**src/hw/rtl/kct_pkg.sv**
```systemverilog
// Shared types and constants of the k-mer count table.
// Used by kct_ctrl, kct_datapath and kmer_count_table_top. No dependencies.
`timescale 1ns / 1ps
`default_nettype none

package kct_pkg;

  localparam int KEY_WORDS = 5;
  localparam int KEY_BITS = 64 * KEY_WORDS;
  localparam int COUNT_W = 32;
  localparam logic [63:0] HASH_MUL = 64'h9E3779B97F4A7C15;
  localparam logic [COUNT_W-1:0] COUNT_MAX = '1;
  localparam logic [COUNT_W-1:0] THRESH_RESET = 32'd2;

  typedef enum logic [1:0] {
    CMD_BASE  = 2'd0,
    CMD_END   = 2'd1,
    CMD_READ  = 2'd2,
    CMD_CLEAR = 2'd3
  } cmd_e;

  // Steps of the hash: XOR fold, three partial products of the 64-bit
  // multiply, then the scale to the table depth.
  typedef enum logic [2:0] {
    HS_NONE = 3'd0,
    HS_XOR  = 3'd1,
    HS_P0   = 3'd2,
    HS_P1   = 3'd3,
    HS_P2   = 3'd4,
    HS_P3   = 3'd5,
    HS_P4   = 3'd6
  } hstep_e;

  typedef struct packed {
    logic   accept;
    hstep_e hstep;
    logic   probe_start;
    logic   probe_next;
    logic   mem_rd;
    logic   rd_slot;
    logic   wr_new;
    logic   wr_inc;
    logic   clr_wr;
    logic   ovf_set;
    logic   out_load;
  } ctrl_t;

  typedef struct packed {
    logic will_count;
    logic probe_empty;
    logic probe_match;
    logic probe_last;
    logic clr_last;
    logic out_busy;
  } stat_t;

  typedef struct packed {
    logic                valid;
    logic [COUNT_W-1:0]  count;
    logic [KEY_BITS-1:0] key;
  } entry_t;

endpackage

`default_nettype wire

```
**src/hw/rtl/kct_ctrl.sv**
```systemverilog
// Controller of the k-mer count table: sequences hash, probing, clearing, results.
// Depends on kct_pkg; drives kct_datapath through kct_pkg::ctrl_t.
`timescale 1ns / 1ps
`default_nettype none

module kct_ctrl (
  input  wire logic           clk_i,
  input  wire logic           rst_ni,
  input  wire logic           in_valid_i,
  output logic                in_ready_o,
  input  wire kct_pkg::cmd_e  cmd_i,
  input  wire kct_pkg::stat_t stat_i,
  output kct_pkg::ctrl_t      ctrl_o
);

  typedef enum logic [13:0] {
    ST_INIT  = 14'h0001,
    ST_IDLE  = 14'h0002,
    ST_CLEAR = 14'h0004,
    ST_XOR   = 14'h0008,
    ST_P0    = 14'h0010,
    ST_P1    = 14'h0020,
    ST_P2    = 14'h0040,
    ST_P3    = 14'h0080,
    ST_P4    = 14'h0100,
    ST_HOME  = 14'h0200,
    ST_RD    = 14'h0400,
    ST_CHK   = 14'h0800,
    ST_RSLOT = 14'h1000,
    ST_DONE  = 14'h2000
  } state_e;

  state_e state_q, state_d;

  always_ff @(posedge clk_i or negedge rst_ni) begin
    if (!rst_ni) begin
      state_q <= ST_INIT;
    end else begin
      state_q <= state_d;
    end
  end

  always_comb begin
    state_d = state_q;
    ctrl_o = '0;
    ctrl_o.hstep = kct_pkg::HS_NONE;
    in_ready_o = 1'b0;
    case (state_q)
      ST_INIT: begin
        ctrl_o.clr_wr = 1'b1;
        if (stat_i.clr_last) state_d = ST_IDLE;
      end
      ST_IDLE: begin
        in_ready_o = 1'b1;
        ctrl_o.accept = in_valid_i;
        if (in_valid_i) begin
          case (cmd_i)
            kct_pkg::CMD_BASE:  state_d = stat_i.will_count ? ST_XOR : ST_DONE;
            kct_pkg::CMD_END:   state_d = ST_DONE;
            kct_pkg::CMD_READ:  state_d = ST_RSLOT;
            kct_pkg::CMD_CLEAR: state_d = ST_CLEAR;
            default:            state_d = ST_DONE;
          endcase
        end
      end
      ST_CLEAR: begin
        ctrl_o.clr_wr = 1'b1;
        if (stat_i.clr_last) state_d = ST_DONE;
      end
      ST_XOR: begin
        ctrl_o.hstep = kct_pkg::HS_XOR;
        state_d = ST_P0;
      end
      ST_P0: begin
        ctrl_o.hstep = kct_pkg::HS_P0;
        state_d = ST_P1;
      end
      ST_P1: begin
        ctrl_o.hstep = kct_pkg::HS_P1;
        state_d = ST_P2;
      end
      ST_P2: begin
        ctrl_o.hstep = kct_pkg::HS_P2;
        state_d = ST_P3;
      end
      ST_P3: begin
        ctrl_o.hstep = kct_pkg::HS_P3;
        state_d = ST_P4;
      end
      ST_P4: begin
        ctrl_o.hstep = kct_pkg::HS_P4;
        state_d = ST_HOME;
      end
      ST_HOME: begin
        ctrl_o.probe_start = 1'b1;
        state_d = ST_RD;
      end
      ST_RD: begin
        ctrl_o.mem_rd = 1'b1;
        state_d = ST_CHK;
      end
      ST_CHK: begin
        if (stat_i.probe_empty) begin
          ctrl_o.wr_new = 1'b1;
          state_d = ST_DONE;
        end else if (stat_i.probe_match) begin
          ctrl_o.wr_inc = 1'b1;
          state_d = ST_DONE;
        end else if (stat_i.probe_last) begin
          // Every slot holds some other key: drop this k-mer.
          ctrl_o.ovf_set = 1'b1;
          state_d = ST_DONE;
        end else begin
          ctrl_o.probe_next = 1'b1;
          state_d = ST_RD;
        end
      end
      ST_RSLOT: begin
        ctrl_o.mem_rd = 1'b1;
        ctrl_o.rd_slot = 1'b1;
        state_d = ST_DONE;
      end
      ST_DONE: begin
        if (!stat_i.out_busy) begin
          ctrl_o.out_load = 1'b1;
          state_d = ST_IDLE;
        end
      end
      default: state_d = ST_INIT;
    endcase
  end

  a_accept_idle: assert property (@(posedge clk_i) disable iff (!rst_ni)
    ctrl_o.accept |=> (state_q != ST_IDLE))
    else $error("request accepted without leaving idle");

  a_load_to_idle: assert property (@(posedge clk_i) disable iff (!rst_ni)
    ctrl_o.out_load |=> in_ready_o)
    else $error("block not ready after result load");

  a_one_write: assert property (@(posedge clk_i) disable iff (!rst_ni)
    $onehot0({ctrl_o.wr_new, ctrl_o.wr_inc, ctrl_o.clr_wr, ctrl_o.ovf_set}))
    else $error("conflicting table actions");

endmodule

`default_nettype wire

```
**config.mk**
```make
export PLATFORM = sky130hd
export DESIGN_NAME = kct_ctrl
export DESIGN_NICKNAME = d
export VERILOG_FILES = /design/src/hw/rtl/kct_pkg.sv /design/src/hw/rtl/kct_ctrl.sv
export SDC_FILE = /design/constraint.sdc
export NUM_CORES = 1
export LEC_CHECK = 0
export ABC_AREA = 1
export BUFFER_PORTS_ARGS = -buffer_cell sky130_fd_sc_hd__buf_4
export CAP_MARGIN = 10
export CELL_PAD_IN_SITES_DETAIL_PLACEMENT = 1
export CELL_PAD_IN_SITES_GLOBAL_PLACEMENT = 1
export CORE_ASPECT_RATIO = 1.2
export CORE_MARGIN = 3
export CORE_UTILIZATION = 36
export DETAILED_ROUTE_END_ITERATION = 8
export PLACE_DENSITY_LB_ADDON = 0.1
export SYNTH_ARGS = -nofsm -noshare
export SYNTH_HDL_FRONTEND = slang
export SYNTH_SLANG_ARGS = --single-unit
```
**constraint.sdc**
```tcl
create_clock -name clk_i -period 1.51 [get_ports clk_i]
set_clock_uncertainty 0.1 [all_clocks]
set_input_delay 0.0755 -clock clk_i [delete_from_list [all_inputs] [get_ports clk_i]]
set_output_delay 0.0755 -clock clk_i [all_outputs]
set_load 0.01 [all_outputs]
```
* Word level (Yosys, flattened, before mapping)
Cells that the tools add are included.
** Storage, ports and cells
- Output and inout bits :: 14
- Bits of input ports :: 11
- Register bits :: 14
** Operators by class
- Eq/ne operators :: 21
- Reduce and logical (&&, ||, !) cells :: 4
- Mux-type cells :: 31
** Operators by type and width (count)
- case mux 14 bit (14 select lines) :: 1
- two-way mux 14 bit :: 8
- case mux 14 bit (4 select lines) :: 1
- two-way mux 1 bit :: 19
- case mux 3 bit (6 select lines) :: 1
- equality test 14 x 1 -> 1 bit (second input constant) :: 1
- equality test 14 x 10 -> 1 bit (second input constant) :: 1
- equality test 14 x 11 -> 1 bit (second input constant) :: 1
- equality test 14 x 12 -> 1 bit (second input constant) :: 1
- equality test 14 x 13 -> 1 bit (second input constant) :: 1
- equality test 14 bit (second input constant) :: 1
- equality test 14 x 2 -> 1 bit (second input constant) :: 1
- equality test 14 x 3 -> 1 bit (second input constant) :: 1
- equality test 14 x 4 -> 1 bit (second input constant) :: 1
- equality test 14 x 5 -> 1 bit (second input constant) :: 1
- equality test 14 x 6 -> 1 bit (second input constant) :: 1
- equality test 14 x 7 -> 1 bit (second input constant) :: 1
- equality test 14 x 8 -> 1 bit (second input constant) :: 1
- equality test 14 x 9 -> 1 bit (second input constant) :: 1
- inequality test 2 bit (second input constant) :: 4
- equality test 2 bit (second input constant) :: 2
- AND reduction 4 bit :: 1
- OR reduction 2 bit :: 2
- equality test 2 x 1 -> 1 bit (second input constant) :: 1
- other kinds (2) :: 2

* Depth between registers and ports, before layout
Gate-level depths: netlist (run 1).
- Depth in word-level cells :: 4
- Depth in mapped cells :: 10
- Mapped depth without buffers :: 10

* Worst setup path before layout (run 1)
Ideal clock, no wire load.
- Kind :: flip-flop to output port
- Start :: reg state_q[4]
- End :: out ctrl_o[1] (netlist name)
- Path slack :: 0.023 ns
- Arrival time :: 1.312 ns
- Cell stages (with the launch flop) :: 6
- Cell sequence :: dfrtp_1 > nor2_4 > nand2_8 > nor2_8 > nand2_1 > nor4_1
** RTL lines
- from (decl) :: RTL line kct_ctrl.sv:33 : state_e state_q, state_d;
- from (signal assigned) :: RTL line kct_ctrl.sv:39 : state_q <= state_d;
- to (decl) :: RTL line kct_ctrl.sv:13 : output kct_pkg::ctrl_t ctrl_o

==> flow_summary.ini, run 1 <==
[clock_network]
clkSinkCount = 14
cts_inserted_buffers = 3
clockBufferDepth = 2
cts_tree = yes
cts_max_level = 1
clkLatencyLatePin_ns = 0.30
clk_pin_slew_worst_paths_ns = 0.12
cts-root-buf = clkbuf_4

[layout]
design_area_um2 = 1670
largest-register = state_q
syn_to_final_growth_pct = 65.5
final_common_cell = buf_4
largest_register_ffs = 14
n_antenna_cell = 0
reg.largest.list = state_q: 14 flops
finish.net_count = 223
drive_gt1_frac = 0.450
final_cell_mix = buf_4 (43), nand2_1 (29), inv_1 (28)

[die]
fp.dieW_um = 54.3
die_h_um = 64.0
core_area_um2 = 2600
row_count = 20
num_io_pins = 25
start_util = 0.387
fp.dieArea_um2 = 3480

[global_routing]
grt-ovfl-total = 0
grt_max_degree = 15
antenna_found_initial = 0
grtUsageTotal = 0.211
grt_pass1_wl_um = 5490
grt_pass1_vias = 1285

[detailed_routing]
viasPerCell = 5.21
ant_nets = 0
drtIter0Drc = 37
drc = 0
firstDrtPassIters = 4
drt_wl_total_um = 4330
wire_per_inst_um = 17.7
routed-via-count = 1271

[setup_path]
crit_arrival_ns = 1.69
worst_setup_path_start_kind = flip-flop
path_class = flip-flop to output port
crit_buf_inv = 2
crit_path_max_fanout = 3
crit_required_ns = 1.33
path_cells = nor2_4, buf_4, nand3_1, nor2_1, nand2_1, nand2_1, buf_4
cpPeakStageDelay_ns = 0.45
crit_family = simple AND/OR/NAND/NOR gates
crit_path_end_kind = output port
crit_slowest_cell = dfrtp_1

[sta]
hold_violations = 0
drv_slew = 0
rsz0062_at_grt = true
worstMarginPinSlew_ns = 0.224
max_freq_mhz = 537
maxSlewHeadroom = 0.850
setup_viol = 20
fin_ws_ns = -0.352
fin_tns_setup_ns = -5.22
min_period_over_period = 1.23
finalCriticalPeriod_ns = 1.86

[synth]
avgSynthCellArea_um2 = 6.77
ys_types = 22
ys_ff_latch = 14
ys_warn_count = 0
synth_cells = 149
syn_nets = 160
yosysTopAreaCell = dfrtp_1
synth_top_area_frac = 0.323
yosysSeqAreaShare = 0.349
yosys-top-cells-area = dfrtp_1 (32%), nand2_1 (13%), nor2_1 (11%)
synth_area_um2 = 1010

[job]
cap_violations = 0

[place]
gp_congestion = 0.737
dp_hpwl_um = 2250
place_area_um2 = 1310
io_buffers = 24

[power_and_ir_drop]
ir_worst_vdd_mv = 0.610
p_leak_nw = 0.990
power_density_nw_per_um2 = 1130

[min_path]
hold_path.class = primary input to flip-flop

[status]
status = finished with violations
violations = setup timing
[timing repair]
action	CTS	global route
setup endpoints to repair	20	21
hold buffers	6	0
pin swaps	7	13
resized for setup	18	19
endpoints found under the hold margin	19	0
buffers inserted	11	7
[cell families after synthesis]
kind of cell | share of synthesized area
simple gates | 0.501
buf+inv | 0.112
flops | 0.349
compound gates | 0.0385
[path summary, 6_finish.rpt]
path / start / to / slack (ns) / cells past startpoint
setup / recovery: state_q[3]$_DFFE_PN0P_ / ctrl_o[2] / -0.35 / 7
hold / removal: stat_i[2] / state_q[10]$_DFFE_PN0P_ / 0.04 / 4
setup reg to reg: state_q[13]$_DFFE_PN0P_ / state_q[13]$_DFFE_PN0P_ / -0.25 / 10
hold reg to reg: state_q[0]$_DFFE_PN1P_ / state_q[0]$_DFFE_PN1P_ / 0.59 / 3
max in group asynchronous: rst_ni / state_q[0]$_DFFE_PN1P_ / 1.00 / 2
min in group asynchronous: rst_ni / state_q[8]$_DFFE_PN0P_ / 0.05 / 2
[synth_stat cells, drive strengths merged]
library cell	n
inv	30
dfrtp	13
a21oi	1
nand2	41
nor2	38
dfstp	1
or2	1
nor3	2
nor4	1
a31oi	1
nand3	15
nor3b	1
o21ai	4
[stage by stage]
step	total power [mW]	hold slack (ns)	cells	util	setup WS, ns
floorplan	0.949	-0.320	149	-	0.0228
global placement	1.17	-0.160	216	0.501	-0.0436
detailed placement	1.19	-0.156	216	0.501	-0.0626
CTS	1.73	0.0248	237	0.593	-0.266
global route	1.99	0.0606	244	0.641	-0.443
finish	1.89	0.0428	244	0.641	-0.352
[power breakdown]
group / internal, mW / total [mW] / switching, mW
Sequential: 0.428 / 0.484 / 0.0559
Clock: 0.147 / 0.312 / 0.165
Combinational: 0.465 / 1.09 / 0.625
Total: 1.04 / 1.89 / 0.846
[tightest hold or removal path, delay by kind of cell]
kind	cells	cell delay, ns
buffers and inverters	2	0.13
AO/OA/AOI/OAI	1	0.09
AND/OR/NAND/NOR	1	0.12
[final cells by class]
cell class	instances	area [um2]
Clock buffer	4	36.3
Fill cell	331	933
Timing Repair Buffer	58	484
Sequential cell	14	352
Multi-Input combinational cell	105	643
Inverter	30	113
Tap cell	33	41.3
[layer usage]
layer  vias up  wire (um)  global-route usage
met5         -          0                   0
met4         0        145              0.0717
met3        16        202              0.0303
met2        49       2360               0.388
met1       628       1620               0.234
li1        578          -                   -
(Power assumes the default switching activity.)
==> run 2: changes to the inputs <==
--- a/constraint.sdc
+++ b/constraint.sdc
@@ -4,2 +4,2 @@
 set_output_delay 0.0755 -clock clk_i [all_outputs]
-set_load 0.01 [all_outputs]
+set_load 0.05 [all_outputs]
==> run 2 against run 1 <==
The flow now stops in global routing (5_1_grt). Synthesized area unchanged. Synthesized cell count is the same.
==> flow_summary.ini, run 2 <==
[clock_network]
cts-root-buf = clkbuf_4
cts_max_level = 1
clkSinkCount = 14
clockBufferDepth = 2
cts_inserted_buffers = 3

[die]
fp.dieW_um = 54.3
die_h_um = 64.0
start_util = 0.387
row_count = 20
num_io_pins = 25

[synth]
synth_common_cells = nand2_1 (36), nor2_1 (30), inv_1 (29)
async_flop_share = 1.00
ys_types = 22
yosys-top-cells-area = dfrtp_1 (32%), nand2_1 (13%), nor2_1 (11%)
yosysTopAreaCell = dfrtp_1
synth_area_um2 = 1010
synth_top_area_frac = 0.323
synth_edf_count = 0
synth_flop_cell = dfrtp_1
yosysSeqAreaShare = 0.349
ys_ff_latch = 14
ys_warn_count = 0
avgSynthCellArea_um2 = 6.77
yosysMostFrequentCell = nand2_1
synth_cells = 149
syn_nets = 160

[place]
io_buffers = 24
dp_hpwl_um = 2350
gp_congestion = 0.759
place_area_um2 = 1380

[sta]
worst-ep-kind = output port
postGrtWorstEndpoint = ctrl_o[12]

[global_routing]
grt_max_degree = 15
antenna_found_initial = 0

[status]
error = [ERROR DPL-0033] detailed placement checks failed during check placement.
status = did not finish
stop_stage = global routing (5_1_grt)
run 2: cell counts after synthesis:
No cell type changed its count.
run 2: through the flow:
step,worst slack (ns),TNS [ns],instances,utilization,hold slack [ns]
CTS,-0.333,-4.67,241,0.693,0.0722
detailed placement,-0.122,-1.41,217,0.532,-0.160
global placement,-0.0727,-0.535,217,0.532,-0.162
floorplan,-0.181,-0.234,149,-,-0.320
run 2: logic make-up after synthesis:
family                 after synthesis  share of synthesized area
AND/OR/NAND/NOR                     99                      0.501
buffers and inverters               30                      0.112
flip-flops                          14                      0.349
AO/OA/AOI/OAI                        6                     0.0385
run 2: repair_timing:
item	4_1_cts
hold buffers	6
buffers inserted	14
pin swaps	20
endpoints found under the setup margin	20
gates resized for setup	63
endpoints found under the hold margin	19
==> run 3: changes to the inputs <==
- CELL_PAD_IN_SITES_DETAIL_PLACEMENT: 1 -> not set
- CELL_PAD_IN_SITES_GLOBAL_PLACEMENT: 1 -> not set
- CORE_AREA: not set -> 3 3 64 66
- CORE_ASPECT_RATIO: 1.2 -> not set
- CORE_MARGIN: 3 -> not set
- CORE_UTILIZATION: 36 -> not set
- DIE_AREA: not set -> 0 0 67 69
- PLACE_DENSITY_LB_ADDON: 0.1 -> 0.15
==> run 3 against run 2 <==
The flow now finishes, with violations (setup timing).
==> flow_summary.ini, run 3 (synthesis gave the netlist of run 1 again) <==
[status]
status = finished with violations
violations = setup timing

[layout]
multi_input_area_um2 = 813
finish.net_count = 223
regArea_um2 = 352
largest-register = state_q
n_antenna_cell = 0
postLayoutCoreUtil = 0.539
final_common_cell = buf_4
final_cell_mix = buf_4 (31), inv_1 (26), nand2_1 (19)
syn_to_final_growth_pct = 94.0
reg.largest.list = state_q: 14 flops
design_area_um2 = 1960
n_fill_cell = 343
largest_register_ffs = 14
drive_gt1_frac = 0.559

[global_routing]
grt_max_degree = 15
grt_pass1_vias = 1167
grt_pass1_wl_um = 5080
grtUsageTotal = 0.140
grt-ovfl-total = 0
antenna_found_initial = 0

[sta]
setup_viol = 20
worstMarginPinSlew_ns = 0.328
maxSlewHeadroom = 0.780
rsz0062_at_grt = true
min_period_over_period = 1.17
drv_slew = 0
finalCriticalPeriod_ns = 1.77
max_freq_mhz = 566
timing.hold.ws_ns = 0.0247
fin_ws_ns = -0.258
hold_violations = 0

[die]
start_util = 0.278
fp.dieW_um = 67
core_area_um2 = 3630
row_count = 22
fp.dieArea_um2 = 4620
num_io_pins = 25
die_h_um = 69

[setup_path]
path_cells = nor2_4, buf_6, nand2_4, nor2_8, nand2_4, buf_6, nor2_4, buf_6
cpPeakStageDelay_ns = 0.41
path_class = flip-flop to output port
crit_family = simple AND/OR/NAND/NOR gates
crit_path_max_fanout = 5
crit_buf_inv = 3
crit_arrival_ns = 1.59
crit_required_ns = 1.33
path_common_cell = buf_6
crit_slowest_cell = dfrtp_1
worst_setup_path_start_kind = flip-flop
crit_path_end_kind = output port

[detailed_routing]
drtIter0Drc = 23
routed-via-count = 1120
drc = 0
wire_per_inst_um = 11.2
firstDrtPassIters = 4
viasPerCell = 4.32
drt_wl_total_um = 2900
ant_nets = 0

[place]
dp_hpwl_um = 2090
pre_cts_ws_ns = -0.0896
io_buffers = 24
gp_congestion = 0.792
place_area_um2 = 1420

[clock_network]
clkLatencyLatePin_ns = 0.25
clk_pin_slew_worst_paths_ns = 0.06
cts_inserted_buffers = 3
cts_tree = yes
cts-root-buf = clkbuf_8
clockBufferDepth = 2
clkSinkCount = 14
cts_max_level = 1

[job]
cap_violations = 0

[power_and_ir_drop]
p_total_mw = 2.34
p_leak_nw = 1.06
power_density_nw_per_um2 = 1200
ir_worst_vdd_mv = 1.04

[min_path]
hold_path.class = primary input to flip-flop
-- run 3: per-stage QoR --
stage / cells / TNS, ns
6_report: 259 / -4.21
5_1_grt: 259 / -5.66
4_1_cts: 255 / -3.88
3_5_place_dp: 234 / -0.572
3_3_place_gp: 234 / -0.490
2_1_floorplan: 149 / -0.234
-- run 3: final cells by class --
| type | instances | share of cell area |
|---|---|---|
| sequential | 14 | 0.180 |
| multi-input combinational | 105 | 0.416 |
| tap | 48 | 0.0307 |
| timing repair buffer | 58 | 0.287 |
| clock buffer | 4 | 0.0281 |
| inverter | 30 | 0.0588 |
-- run 3: final timing paths --
kind	startpoint	slack (ns)	to	cells after the start
max reg2reg	state_q[13]$_DFFE_PN0P_	-0.20	state_q[13]$_DFFE_PN0P_	9
max in group asynchronous	rst_ni	0.95	state_q[0]$_DFFE_PN1P_	2
min reg2reg	state_q[2]$_DFFE_PN0P_	0.55	state_q[2]$_DFFE_PN0P_	3
min in group asynchronous	rst_ni	0.11	state_q[7]$_DFFE_PN0P_	2
min	cmd_i[1]	0.02	state_q[3]$_DFFE_PN0P_	3
max	state_q[3]$_DFFE_PN0P_	-0.26	ctrl_o[4]	8
-- run 3: repair_timing --
action	4_1_cts	5_1_grt
endpoints found under the hold margin	18	0
gates resized for setup	57	26
setup endpoints to repair	20	20
pin swaps	19	16
hold buffers	4	0
buffers inserted	13	4
-- run 3: layer usage --
metal	routed length, um	track usage	up-vias	share of wire
met3	126	0.0244	5	0.043
met5	0	0	-	0
met4	51	0.0405	0	0.018
met1	1250	0.176	520	0.43
li1	-	-	575	-
met2	1480	0.238	20	0.51
-- run 3: where the power goes --
part	total, mW	switching, mW	internal [mW]
sequential	0.473	0.0442	0.429
combinational	1.48	0.836	0.648
clock	0.382	0.150	0.232
total	2.34	1.03	1.31
-- run 3: worst min-delay path, cell delays in order --
cell	delay [ns]
buf_4	0.08
nor2_1	0.04
nor3b_2	0.14
